===== src/sv/fmbq_pkg.sv =====
`default_nettype none
package fmbq_pkg;

  localparam int CAPACITY = 16;
  localparam int CNT_W    = $clog2(CAPACITY + 1);
  localparam int IDX_W    = $clog2(CAPACITY);

  localparam int REQ_W = 3;
  localparam int VAL_W = 32;
  localparam int STS_W = 2;
  localparam int OCC_W = 5;

  localparam logic [REQ_W-1:0] REQ_PUSH_FRONT = 3'd0;
  localparam logic [REQ_W-1:0] REQ_PUSH_MID   = 3'd1;
  localparam logic [REQ_W-1:0] REQ_PUSH_BACK  = 3'd2;
  localparam logic [REQ_W-1:0] REQ_POP_FRONT  = 3'd3;
  localparam logic [REQ_W-1:0] REQ_POP_MID    = 3'd4;
  localparam logic [REQ_W-1:0] REQ_POP_BACK   = 3'd5;

  localparam logic [STS_W-1:0] STS_OK    = 2'd0;
  localparam logic [STS_W-1:0] STS_EMPTY = 2'd1;
  localparam logic [STS_W-1:0] STS_FULL  = 2'd2;

  typedef enum logic [1:0] {ACT_NOP, ACT_INS, ACT_REM} act_t;
  typedef enum logic [1:0] {W_FRONT, W_MID, W_BACK} where_t;
  typedef enum logic {S_IDLE, S_RESP} state_t;

  typedef struct packed {
    logic               load;
    act_t               act;
    where_t             where;
    logic [STS_W-1:0]   rstat;
  } dp_cmd_t;

  typedef struct packed {
    logic full;
    logic empty;
  } dp_status_t;

endpackage
`default_nettype wire


===== src/sv/fmbq_if.sv =====
`default_nettype none
interface fmbq_in_if
  import fmbq_pkg::*;
  ();
  logic                     valid;
  logic                     ready;
  logic        [REQ_W-1:0]  req_type;
  logic signed [VAL_W-1:0]  push_value;

  modport source (output valid, req_type, push_value, input ready);
  modport sink   (input valid, req_type, push_value, output ready);
endinterface

interface fmbq_out_if
  import fmbq_pkg::*;
  ();
  logic                     valid;
  logic                     ready;
  logic signed [VAL_W-1:0]  pop_value;
  logic        [STS_W-1:0]  status;
  logic        [OCC_W-1:0]  occupancy;

  modport source (output valid, pop_value, status, occupancy, input ready);
  modport sink   (input valid, pop_value, status, occupancy, output ready);
endinterface
`default_nettype wire


===== src/sv/fmbq_ctrl.sv =====
`default_nettype none
module fmbq_ctrl
  import fmbq_pkg::*;
(
  input  wire logic             clk,
  input  wire logic             rst_n,
  input  wire logic             in_valid,
  output logic                  in_ready,
  input  wire logic [REQ_W-1:0] in_req_type,
  output logic                  out_valid,
  input  wire logic             out_ready,
  input  wire dp_status_t       dp_status,
  output dp_cmd_t               dp_cmd
);

  state_t state_r, state_nxt;

  always_ff @(posedge clk) begin
    if (!rst_n) begin
      state_r <= S_IDLE;
    end else begin
      state_r <= state_nxt;
    end
  end

  always_comb begin
    state_nxt    = state_r;
    in_ready     = 1'b0;
    out_valid    = 1'b0;
    dp_cmd.load  = 1'b0;
    dp_cmd.act   = ACT_NOP;
    dp_cmd.where = W_FRONT;
    dp_cmd.rstat = STS_OK;

    // decode request; only takes effect when load is set
    unique case (in_req_type) inside
      REQ_PUSH_FRONT, REQ_PUSH_MID, REQ_PUSH_BACK: begin
        if (dp_status.full) begin
          dp_cmd.rstat = STS_FULL;
        end else begin
          dp_cmd.act = ACT_INS;
        end
      end
      REQ_POP_FRONT, REQ_POP_MID, REQ_POP_BACK: begin
        if (dp_status.empty) begin
          dp_cmd.rstat = STS_EMPTY;
        end else begin
          dp_cmd.act = ACT_REM;
        end
      end
      default: begin
        dp_cmd.act = ACT_NOP;
      end
    endcase

    unique case (in_req_type) inside
      REQ_PUSH_MID, REQ_POP_MID:   dp_cmd.where = W_MID;
      REQ_PUSH_BACK, REQ_POP_BACK: dp_cmd.where = W_BACK;
      default:                     dp_cmd.where = W_FRONT;
    endcase

    unique case (state_r)
      S_IDLE: begin
        in_ready = 1'b1;
        if (in_valid) begin
          dp_cmd.load = 1'b1;
          state_nxt   = S_RESP;
        end
      end
      S_RESP: begin
        out_valid = 1'b1;
        if (out_ready) begin
          state_nxt = S_IDLE;
        end
      end
      default: state_nxt = S_IDLE;
    endcase
  end

  a_load_only_idle: assert property (@(posedge clk) disable iff (!rst_n)
    dp_cmd.load |-> state_r == S_IDLE)
    else $error("load outside idle");

  a_load_then_resp: assert property (@(posedge clk) disable iff (!rst_n)
    dp_cmd.load |=> out_valid)
    else $error("no response after load");

  a_no_both: assert property (@(posedge clk) disable iff (!rst_n)
    !(in_ready && out_valid))
    else $error("accepting while result pending");

endmodule
`default_nettype wire


===== src/sv/fmbq_dp.sv =====
`default_nettype none
module fmbq_dp
  import fmbq_pkg::*;
(
  input  wire logic                    clk,
  input  wire logic                    rst_n,
  input  wire dp_cmd_t                 dp_cmd,
  input  wire logic signed [VAL_W-1:0] push_value,
  output dp_status_t                   dp_status,
  output logic signed [VAL_W-1:0]      pop_value,
  output logic        [STS_W-1:0]      status,
  output logic        [OCC_W-1:0]      occupancy
);

  logic        [VAL_W-1:0] cell_r [CAPACITY];
  logic        [VAL_W-1:0] cell_nxt [CAPACITY];
  logic        [CNT_W-1:0] count_r, count_nxt;
  logic signed [VAL_W-1:0] pop_r, pop_nxt;
  logic        [STS_W-1:0] sts_r;
  logic        [CNT_W-1:0] pos;
  logic        [CNT_W-1:0] count_m1;

  assign count_m1        = count_r - CNT_W'(1);
  assign dp_status.full  = (count_r == CNT_W'(CAPACITY));
  assign dp_status.empty = (count_r == '0);

  // insert index uses count, remove index uses count-1
  always_comb begin
    pos = '0;
    case (dp_cmd.where)
      W_MID:   pos = (dp_cmd.act == ACT_REM) ? (count_m1 >> 1) : (count_r >> 1);
      W_BACK:  pos = (dp_cmd.act == ACT_REM) ? count_m1 : count_r;
      default: pos = '0;
    endcase
  end

  for (genvar i = 0; i < CAPACITY; i++) begin : g_cell
    localparam logic [CNT_W-1:0] IDX = CNT_W'(i);
    always_comb begin
      cell_nxt[i] = cell_r[i];
      if (dp_cmd.load && dp_cmd.act == ACT_INS) begin
        if (IDX == pos) begin
          cell_nxt[i] = push_value;
        end else if (IDX > pos && IDX <= count_r) begin
          cell_nxt[i] = cell_r[(i > 0) ? i - 1 : 0];
        end
      end else if (dp_cmd.load && dp_cmd.act == ACT_REM) begin
        if (IDX >= pos && (IDX + CNT_W'(1)) < count_r) begin
          cell_nxt[i] = cell_r[(i < CAPACITY - 1) ? i + 1 : i];
        end
      end
    end
    always_ff @(posedge clk) begin
      cell_r[i] <= cell_nxt[i];
    end
  end

  always_comb begin
    count_nxt = count_r;
    pop_nxt   = '0;
    case (dp_cmd.act)
      ACT_INS: count_nxt = count_r + CNT_W'(1);
      ACT_REM: begin
        count_nxt = count_m1;
        pop_nxt   = cell_r[pos[IDX_W-1:0]];
      end
      default: begin
        if (dp_cmd.rstat == STS_EMPTY) begin
          pop_nxt = '1;
        end
      end
    endcase
  end

  always_ff @(posedge clk) begin
    if (!rst_n) begin
      count_r <= '0;
    end else if (dp_cmd.load) begin
      count_r <= count_nxt;
    end
  end

  always_ff @(posedge clk) begin
    if (dp_cmd.load) begin
      pop_r <= pop_nxt;
      sts_r <= dp_cmd.rstat;
    end
  end

  assign pop_value = pop_r;
  assign status    = sts_r;
  assign occupancy = OCC_W'(count_r);

  a_count_bound: assert property (@(posedge clk) disable iff (!rst_n)
    count_r <= CNT_W'(CAPACITY))
    else $error("count above capacity");

  a_ins_grows: assert property (@(posedge clk) disable iff (!rst_n)
    dp_cmd.load && dp_cmd.act == ACT_INS |=> count_r == $past(count_r) + CNT_W'(1))
    else $error("insert did not grow count");

  a_reject_holds: assert property (@(posedge clk) disable iff (!rst_n)
    dp_cmd.load && dp_cmd.act == ACT_NOP |=> $stable(count_r))
    else $error("count moved on rejected transaction");

  a_rem_nonempty: assert property (@(posedge clk) disable iff (!rst_n)
    dp_cmd.load && dp_cmd.act == ACT_REM |-> count_r != '0)
    else $error("remove from empty store");

endmodule
`default_nettype wire


===== src/sv/front_middle_back_queue_top.sv =====
`default_nettype none
// Front/middle/back queue of signed 32-bit values, 16 entries deep.
// in_ch carries one request per transaction: req_type selects push front,
// push middle, push back, pop front, pop middle or pop back; push_value is
// used by pushes only. out_ch returns exactly one result per request:
// pop_value (removed value, -1 on empty pop, 0 otherwise), status
// (ok, empty, full) and occupancy after the request.
// Entries are a row of registers; an insert or remove shifts all cells
// above the position in the same cycle the request is accepted.
// Latency: result is valid the cycle after the request is accepted.
// The controller alternates accept and respond, one request in flight.
// A stalled receiver holds the result; in_ch.ready stays low until the
// result is taken.
// Reset (synchronous rst_n low) empties the queue; cell contents are not
// cleared, only entries below the occupancy are ever read.
module front_middle_back_queue_top
  import fmbq_pkg::*;
(
  input  wire logic  clk,
  input  wire logic  rst_n,
  fmbq_in_if.sink    in_ch,
  fmbq_out_if.source out_ch
);

  dp_cmd_t    dp_cmd;
  dp_status_t dp_status;

  fmbq_ctrl u_ctrl (
    .clk         (clk),
    .rst_n       (rst_n),
    .in_valid    (in_ch.valid),
    .in_ready    (in_ch.ready),
    .in_req_type (in_ch.req_type),
    .out_valid   (out_ch.valid),
    .out_ready   (out_ch.ready),
    .dp_status   (dp_status),
    .dp_cmd      (dp_cmd)
  );

  fmbq_dp u_dp (
    .clk        (clk),
    .rst_n      (rst_n),
    .dp_cmd     (dp_cmd),
    .push_value (in_ch.push_value),
    .dp_status  (dp_status),
    .pop_value  (out_ch.pop_value),
    .status     (out_ch.status),
    .occupancy  (out_ch.occupancy)
  );

endmodule
`default_nettype wire


===== src/flat_wrapper.sv =====
// flat-port wrapper written by rule: the top's interface ports become plain ports
module front_middle_back_queue_top_flat import fmbq_pkg::*;
  (clk, rst_n, in_ch_valid, in_ch_req_type, in_ch_push_value, in_ch_ready, out_ch_valid, out_ch_pop_value, out_ch_status, out_ch_occupancy, out_ch_ready);
  fmbq_in_if in_ch_i ();
  fmbq_out_if out_ch_i ();
  input  wire logic clk;
  input  wire logic rst_n;
  input wire logic [$bits(in_ch_i.valid)-1:0] in_ch_valid;
  input wire logic [$bits(in_ch_i.req_type)-1:0] in_ch_req_type;
  input wire logic [$bits(in_ch_i.push_value)-1:0] in_ch_push_value;
  output wire logic [$bits(in_ch_i.ready)-1:0] in_ch_ready;
  output wire logic [$bits(out_ch_i.valid)-1:0] out_ch_valid;
  output wire logic [$bits(out_ch_i.pop_value)-1:0] out_ch_pop_value;
  output wire logic [$bits(out_ch_i.status)-1:0] out_ch_status;
  output wire logic [$bits(out_ch_i.occupancy)-1:0] out_ch_occupancy;
  input wire logic [$bits(out_ch_i.ready)-1:0] out_ch_ready;
  assign in_ch_i.valid = in_ch_valid;
  assign in_ch_i.req_type = in_ch_req_type;
  assign in_ch_i.push_value = in_ch_push_value;
  assign in_ch_ready = in_ch_i.ready;
  assign out_ch_valid = out_ch_i.valid;
  assign out_ch_pop_value = out_ch_i.pop_value;
  assign out_ch_status = out_ch_i.status;
  assign out_ch_occupancy = out_ch_i.occupancy;
  assign out_ch_i.ready = out_ch_ready;
  front_middle_back_queue_top u_core (.clk(clk), .rst_n(rst_n), .in_ch(in_ch_i), .out_ch(out_ch_i));
endmodule

===== config.mk =====
export PLATFORM = sky130hd
export DESIGN_NAME = front_middle_back_queue_top_flat
export DESIGN_NICKNAME = d
export VERILOG_FILES = /design/src/sv/fmbq_pkg.sv /design/src/sv/fmbq_if.sv /design/src/sv/fmbq_ctrl.sv /design/src/sv/fmbq_dp.sv /design/src/sv/front_middle_back_queue_top.sv /design/src/flat_wrapper.sv
export SDC_FILE = /design/constraint.sdc
export NUM_CORES = 1
export LEC_CHECK = 0
export BUFFER_PORTS_ARGS = -buffer_cell sky130_fd_sc_hd__buf_2
export CORE_ASPECT_RATIO = 0.7
export CORE_MARGIN = 10
export CORE_UTILIZATION = 30
export DETAILED_ROUTE_END_ITERATION = 16
export PLACE_DENSITY_LB_ADDON = 0.3
export SKIP_CTS_REPAIR_TIMING = 1
export SYNTH_ARGS = -nofsm -noshare
export SYNTH_HDL_FRONTEND = slang
export SYNTH_SLANG_ARGS = --single-unit

===== constraint.sdc =====
create_clock -name clk -period 22.2 [get_ports clk]
set_input_delay 2.22 -clock clk [delete_from_list [all_inputs] [get_ports clk]]
set_output_delay 2.22 -clock clk [all_outputs]
set_load 0.01 [all_outputs]

-- Word level (Yosys, flattened, before mapping)
Memories as Yosys holds them, arrays and structs flattened.
Index checks and enable logic that the tools add are counted.
- add/subtract/negate cells: 2
- order comparisons: 60
- eq/ne operators: 26
- muxes and demuxes: 96
- bitwise logic cells: 1
- reductions and logical operators: 41
- operator list (cell ; count):
    two-way mux 32 bit ; 78
    one-hot mux 32 bit (2 select lines) ; 1
    == test 4 x 5 -> 1 bit, first input constant ; 8
    > comparator 4 x 5 -> 1 bit, first input constant ; 8
    <= comparator 4 x 5 -> 1 bit, first input constant ; 8
    < comparator 4 x 5 -> 1 bit, first input constant ; 8
    >= comparator 4 x 5 -> 1 bit, first input constant ; 7
    logical AND 1 bit ; 32
    == test 3 x 5 -> 1 bit, first input constant ; 4
    >= comparator 3 x 5 -> 1 bit, first input constant ; 4
    > comparator 3 x 5 -> 1 bit, first input constant ; 4
    <= comparator 3 x 5 -> 1 bit, first input constant ; 4
    < comparator 3 x 5 -> 1 bit, first input constant ; 4
    one-hot mux 5 bit (2 select lines) ; 2
    one-hot mux 2 bit (2 select lines) ; 3
    == test 2 x 5 -> 1 bit, first input constant ; 2
    >= comparator 1 x 5 -> 1 bit, first input constant ; 2
    >= comparator 2 x 5 -> 1 bit, first input constant ; 2
    > comparator 2 x 5 -> 1 bit, first input constant ; 2
    <= comparator 2 x 5 -> 1 bit, first input constant ; 2
    logical NOT 5 bit ; 2
    < comparator 2 x 5 -> 1 bit, first input constant ; 2
    two-way mux 1 bit ; 7
    == test 2 x 1 -> 1 bit, second input constant ; 3
    other kinds (21) ; 27
- register bits after elaboration: 40
- memory bits (writable): 512
- input port bits: 39
- output and inout bits: 41
- logic and storage cells: 231
- memories: 1
- memory list (name ; depth ; width ; rd ports ; clocked after Yosys merged registers in ; write ports ; line ; source):
    u_core.u_dp.cell_r ; 16 ; 32 ; 17 ; 0 ; 16 ; fmbq_dp.sv:15 ; logic [VAL_W-1:0] cell_r [CAPACITY];

-- Longest topological paths before layout
Gate-level depths: netlist of run 1.
- depth in word-level cells: 11
- gate-level depth with buffers: 19
- gate-level depth less buffers: 14

-- Modules after synthesis
Synthesis of run 1 repeated with hierarchy kept, for this count alone.
- cells, all modules: 3333
- area, all modules: 33004.2 µm²
- modules (own cells, without submodules) (module ; times used ; cells each ; area an instance (µm²) ; seq. area each (µm²)):
    fmbq_dp ; 1 ; 3316 ; 32887.8 ; 16495.8
    fmbq_ctrl ; 1 ; 17 ; 116.4 ; 20.0

-- Least setup slack after synthesis of run 1
No wires, ideal clock.
- path kind: input port to flip-flop
- from: input port in_ch_req_type[2]
- to: memory u_core.u_dp.cell_r[6][0], enable pin
- setup time: 513 ps
- arrival time: 7987 ps
- required time: 21687 ps
- slack: 13700 ps
- cell stages on the path: 13
- buffers on the path: 3
- cells stage by stage: nor2b_1 -> a21oi_1 -> a21oi_1 -> ha_1 -> buf_2 -> inv_1 -> ha_1 -> and3b_1 -> a31oi_2 -> clkbuf_1 -> clkbuf_1 -> nor3_1 -> nor4b_1
- RTL lines (what ; line ; source):
    from (decl) ; flat_wrapper.sv:9 ; input wire logic [$bits(in_ch_i.req_type)-1:0] in_ch_req_type;
    to (decl) ; fmbq_dp.sv:15 ;

==> results of run 1 <==
==> cell usage in the layout, fill, tap and decap left out, drive strengths merged, types with 14 or more instances in the layout <==
cell	instances
mux2	33
mux2i	228
clkbuf	72
nand4	27
inv	14
nand3	411
a32oi	15
buf	148
mux4	36
edfxtp	546
a21oi	52
o21ai	274
nor2	25
o211ai	228
nor3	19
nand2	921
a31oi	36
clkinv	23
==> layer usage <==
metal | wire length, um | up-vias | GRT usage
met5 | 0 | - | 0
met4 | 2710 | 0 | 0.0442
met3 | 14000 | 167 | 0.0513
met2 | 46200 | 1497 | 0.252
met1 | 57100 | 13342 | 0.300
li1 | - | 11938 | -
==> worst max path at each step <==
stage | cells after the start | endpoint | slack (ps)
4_1_cts | 15 | u_core.u_dp.pop_value[28]$_DFFE_PP_ | 15570
2_1_floorplan | 13 | u_core.u_dp.cell_r[6][0]$_DFFE_PP_ | 13700
3_3_place_gp | 14 | u_core.u_dp.pop_value[15]$_DFFE_PP_ | 14940
5_1_grt | 15 | u_core.u_dp.cell_r[15][31]$_DFFE_PP_ | 15040
3_5_place_dp | 15 | u_core.u_dp.cell_r[15][25]$_DFFE_PP_ | 14880
6_report | 15 | u_core.u_dp.cell_r[15][28]$_DFFE_PP_ | 15460
==> registers in the layout, summed over array words and instances, names as in the netlist <==
signal,flops
u_core.u_ctrl.state_r,1
u_core.u_dp.status,2
u_core.u_dp.occupancy,5
u_core.u_dp.cell_r,512
u_core.u_dp.pop_value,32
==> layout make-up <==
cell class,count,area [sq um],area share
clock buffers,72,1480,0.0420
flip-flops and latches,552,16500,0.467
inverters,13,48.8,0.00138
repair buffers,148,926,0.0262
diodes,2,5.00,0.000142
multi-input cells,2419,14400,0.407
clock inverters,28,189,0.00535
well taps,1428,1790,0.0506
==> cell families after synthesis <==
group,Yosys count,share of synthesized area
AO/OA/AOI/OAI,661,0.132
flip-flops,552,0.516
buffers and inverters,326,0.0434
AND/OR/NAND/NOR,1441,0.194
multiplexers,297,0.108
XOR/XNOR,9,0.00293
adder cells (fa/ha/maj),11,0.00430
==> power by group <==
part           total (mW)  switching [mW]  internal, mW
Sequential           1.23          0.0304          1.20
Clock               0.932           0.441         0.492
Combinational       0.269           0.189        0.0799
==> worst register-to-register path, stage by stage, from the launching register on <==
cell,delay (ps)
dfxtp_1,710
inv_1,190
ha_1,320
a21oi_1,200
ha_1,540
inv_1,190
ha_1,310
and3b_1,230
a31oi_4,40
buf_4,320
a2111oi_0,520
and2_2,220
buf_4,640
o21a_2,700
buf_4,520
==> flow_summary.ini, run 1 <==
[run_status]
status = finished, final reports clean

[flow_run]
max_cap_viol_count = 0

[sta]
hold_violations = 0
finalMaxSlewViolations = 0
max_slew.worst_pin.slew_ps = 1250
holdWs_ps = 583
fin_crit_ps = 6740
tns_ps = 0
max_clock_freq_mhz = 148
finalSetupViolCount = 0
finClkSkew_ps = 28.5
fin_ws_ps = 15460
period_share = 0.304
rsz0062_at_grt = false
maxSlewHeadroom = 0.161

[detailed_routing]
firstDrtPassIters = 8
avgViaCountPerCell = 5.78
wl_mm = 120
drt_iter0_drc = 4043
drc = 0
drtAntennaViolNets = 0
wl_per_cell_um = 25.7
vias = 26944

[power_and_ir_drop]
vdd_drop_max_mv = 0.0561
power_density_nw_per_um2 = 68.7
p_leak_nw = 12.9
p_total_mw = 2.43

[setup_path]
worst-setup-path-type = in -> reg
worst-path-buf-inv = 5
r2r-end = u_core.u_dp.cell_r[15][28]$_DFFE_PP_
setup.worst_path.end_class = flop
cp_common_cell = buf_4
worstSetupStartpointType = primary input
r2r-start = u_core.u_dp.occupancy[1]$_SDFFE_PN0P_
crit_path_max_fanout = 40
cp.arrival_ps = 7030
path_delay_family = buffers and inverters
crit_slowest_cell = o21a_2
crit_required_ps = 22490
rrSetupSlack_ps = 16190
worstSetupStartpoint = in_ch_req_type[2]
rr_worst_depth = 14
crit_chain = buf_2 -> nor2b_1 -> a21oi_1 -> a21oi_1 -> ha_1 -> inv_1 -> ha_1 -> and3b_1 -> a31oi_4 -> buf_4 -> a2111oi_0 -> and2_2 -> buf_4 -> o21a_2 -> buf_4
cpPeakStageDelay_ps = 690

[hold_path]
hold_path.class = reg -> reg
worstHoldPathCells = 2
hold_start = u_core.u_dp.cell_r[1][20]$_DFFE_PP_
holdPathEnd = u_core.u_dp.cell_r[0][20]$_DFFE_PP_

[grt]
grt_max_degree = 113
grt_overflow = 0
antenna_found_initial = 9
grt_pass1_wl_mm = 175
grtUsageTotal = 0.191
grt_pass1_vias = 24785

[placed_design]
gp_congestion = 0.860
postPlaceCellArea_sq_um = 33700
place_hpwl_mm = 69.7
place_ws_ps = 14880
place_inst = 4560
port_buffers = 79

[final_layout]
fillCellCount = 10943
final_core_util = 0.333
area_delta_synth_final_pct = 10.3
stdcell_count = 4662
drive_gt1_frac = 0.0968
finish.instance_area_sq_um = 35300
fin_nets = 3239

[synth]
synth_seq_area_share = 0.516
synth_fp_nets = 3347
synth_ff_type = edfxtp_1
async_flop_share = 0
ys_ff_latch = 552
synth_common_cells = nand2_1 (920), edfxtp_1 (546), nand3_1 (411)
yosys.area.top_type = edfxtp_1
synth_most_common_cell = nand2_1
synth.distinct_cells = 70
yosysTopAreaCellShare = 0.512
synth_cells = 3297
syn-mean-instance-area_sq_um = 9.71
synth_area_sq_um = 32000
synth_edf_count = 546
yosys_warnings = 0
yosys-top-cells-area = edfxtp_1 (51%), nand2_1 (11%), mux2i_1 (7.1%)

[clock_tree]
h-tree-depth = 2
cts_root_buf = clkbuf_16
cts_buffers = 55
cts.path.max_buffers = 3
cts_tree = built
cts_num_sinks = 552
path_clk_slew_ps = 60
clk_latency_ps = 650

[floorplanning]
core_area_sq_um = 106000
design.portCount = 80
die_width_um = 410
rows = 100
die_y_um = 293
die_area_sq_um = 120000
initial_core_util = 0.302
Note: power is estimated with default switching activity, not from simulation.
==> run 2: changes to the inputs <==
==> constraint.sdc (replaced) <==
create_clock -name clk -period 5.6 [get_ports clk]
set_input_delay 0.56 -clock clk [delete_from_list [all_inputs] [get_ports clk]]
set_output_delay 0.56 -clock clk [all_outputs]
set_load 0.01 [all_outputs]
==> run 2 against run 1 <==
Effect of this change:
- register-to-register slack lost 16000 ps
- wire length rose by 0.42%
- final area is 1.8% higher
- sequential share of layout area fell by 0.82 points
- non-clock buffer count rose by 19
- die area did not move
- highest routed layer is now met5
- clock-buffer cell count down 1
- worst setup slack got worse by 15000 ps
- final cell count increased by 0.43%
- first-iteration DRC count is 7.8% lower
- sequential power rose to 4.0 times the previous value
==> flow_summary.ini, run 2 (same netlist as run 1, synthesis figures left out) <==
[run_status]
status = finished, final reports clean

[final_layout]
fin_nets = 3259
largest_register = u_core.u_dp.cell_r
area_delta_synth_final_pct = 12.3
final_common_cell = nand2_1
drive_gt1_frac = 0.104
final_cell_mix = nand2_1 (919), edfxtp_1 (546), nand3_1 (410)
largest_reg_flops = 512
final_core_util = 0.339
finish.instance_area_sq_um = 36000

[placed_design]
port_buffers = 79
gp_congestion = 0.886
place_ws_ps = 618
postPlaceCellArea_sq_um = 34200
place_hpwl_mm = 72.2

[grt]
grt_max_degree = 229
grt_pass1_wl_mm = 174
grt_overflow = 0
antenna_found_initial = 9
grtUsageTotal = 0.191
grt_pass1_vias = 24488

[sta]
finClkSkew_ps = 35.1
maxSlewHeadroom = 0.186
fin_ws_ps = 558
max_slew.worst_pin.slew_ps = 1220
fin_crit_ps = 5040
hold_violations = 0
finalMaxSlewViolations = 0
max_clock_freq_mhz = 198
finalSetupViolCount = 0
period_share = 0.900
rsz0062_at_grt = false

[clock_tree]
cts_num_sinks = 552
cts_tree = built
path_clk_slew_ps = 60
h-tree-depth = 2
cts.path.max_buffers = 3
clk_latency_ps = 670
cts_root_buf = clkbuf_16
cts_buffers = 56

[detailed_routing]
wl_per_cell_um = 25.7
wl_mm = 120
firstDrtPassIters = 8
drt_iter0_drc = 3727
drc = 0
drtAntennaViolNets = 0
avgViaCountPerCell = 5.78
vias = 27056

[floorplanning]
die_y_um = 293
core_area_sq_um = 106000
die_width_um = 410
die_area_sq_um = 120000
initial_core_util = 0.302
rows = 100
design.portCount = 80

[setup_path]
worstSetupStartpointType = flop
crit_path_max_fanout = 18
r2r-start = u_core.u_dp.occupancy[1]$_SDFFE_PN0P_
r2r-end = u_core.u_dp.cell_r[1][19]$_DFFE_PP_
setup.worst_path.end_class = flop
worstSetupStartpoint = u_core.u_dp.occupancy[1]$_SDFFE_PN0P_
crit_required_ps = 5940
rr_worst_depth = 11
cp.arrival_ps = 5380
worst-setup-path-type = reg -> reg
rrSetupSlack_ps = 560

[hold_path]
holdPathEnd = u_core.u_dp.occupancy[1]$_SDFFE_PN0P_
hold_start = rst_n
hold_path.class = in -> reg
worstHoldPathCells = 2

[power_and_ir_drop]
power_density_nw_per_um2 = 273
p_leak_nw = 13.1
vdd_drop_max_mv = 0.233

[flow_run]
max_cap_viol_count = 0
[run 2: layer usage]
layer  wire length [um]  track usage  part of all wire
met1              56200        0.295              0.47
met2              47100        0.253              0.39
met3              14200       0.0548              0.12
met4               2960       0.0458             0.025
met5                 13            0           0.00011
[run 2: worst max-delay path, stage by stage (launching register included)]
cell     delay, ps
dfxtp_1        690
inv_1          180
ha_1           280
a21oi_1        200
ha_1           540
nor4b_4        610
xnor2_1        380
a31oi_2        320
or2_2          400
a21oi_1        160
and3_2         620
buf_12         290
[run 2: worst max-delay path by stage]
stage | end | slack (ps)
4_1_cts | u_core.u_dp.cell_r[1][19]$_DFFE_PP_ | 590
2_1_floorplan | u_core.u_dp.cell_r[6][0]$_DFFE_PP_ | -20
5_1_grt | u_core.u_dp.cell_r[1][0]$_DFFE_PP_ | 240
6_report | u_core.u_dp.cell_r[1][19]$_DFFE_PP_ | 560
3_5_place_dp | u_core.u_dp.cell_r[1][5]$_DFFE_PP_ | 620
3_3_place_gp | u_core.u_dp.cell_r[1][8]$_DFFE_PP_ | 800
[run 2: area by class of cell]
type / count / area [sq um]
clock buffers: 71 / 1480
repair buffers: 167 / 1410
flip-flops and latches: 552 / 16500
multi-input cells: 2419 / 14400
well taps: 1428 / 1790
inverters: 13 / 48.8
fillers: 10865 / 70100
clock inverters: 29 / 304
diodes: 3 / 7.51
[run 2: report_power, final]
| group | leakage, nW | total (mW) | switching (mW) | internal [mW] |
|---|---|---|---|---|
| combinational | 7.17 | 1.10 | 0.758 | 0.339 |
| sequential | 5.06 | 4.86 | 0.126 | 4.74 |
| clock | 0.868 | 3.85 | 1.76 | 2.10 |
| total | 13.1 | 9.81 | 2.64 | 7.17 |
[run 2: through the flow]
step	hold slack [ps]	cells	TNS [ps]	total power, mW
5_1_grt	197	4681	0	10.1
4_1_cts	171	4679	0	9.86
3_3_place_gp	564	4579	0	6.02
3_5_place_dp	565	4579	0	6.02
2_1_floorplan	535	3297	-719	5.59
6_report	201	4682	0	9.81
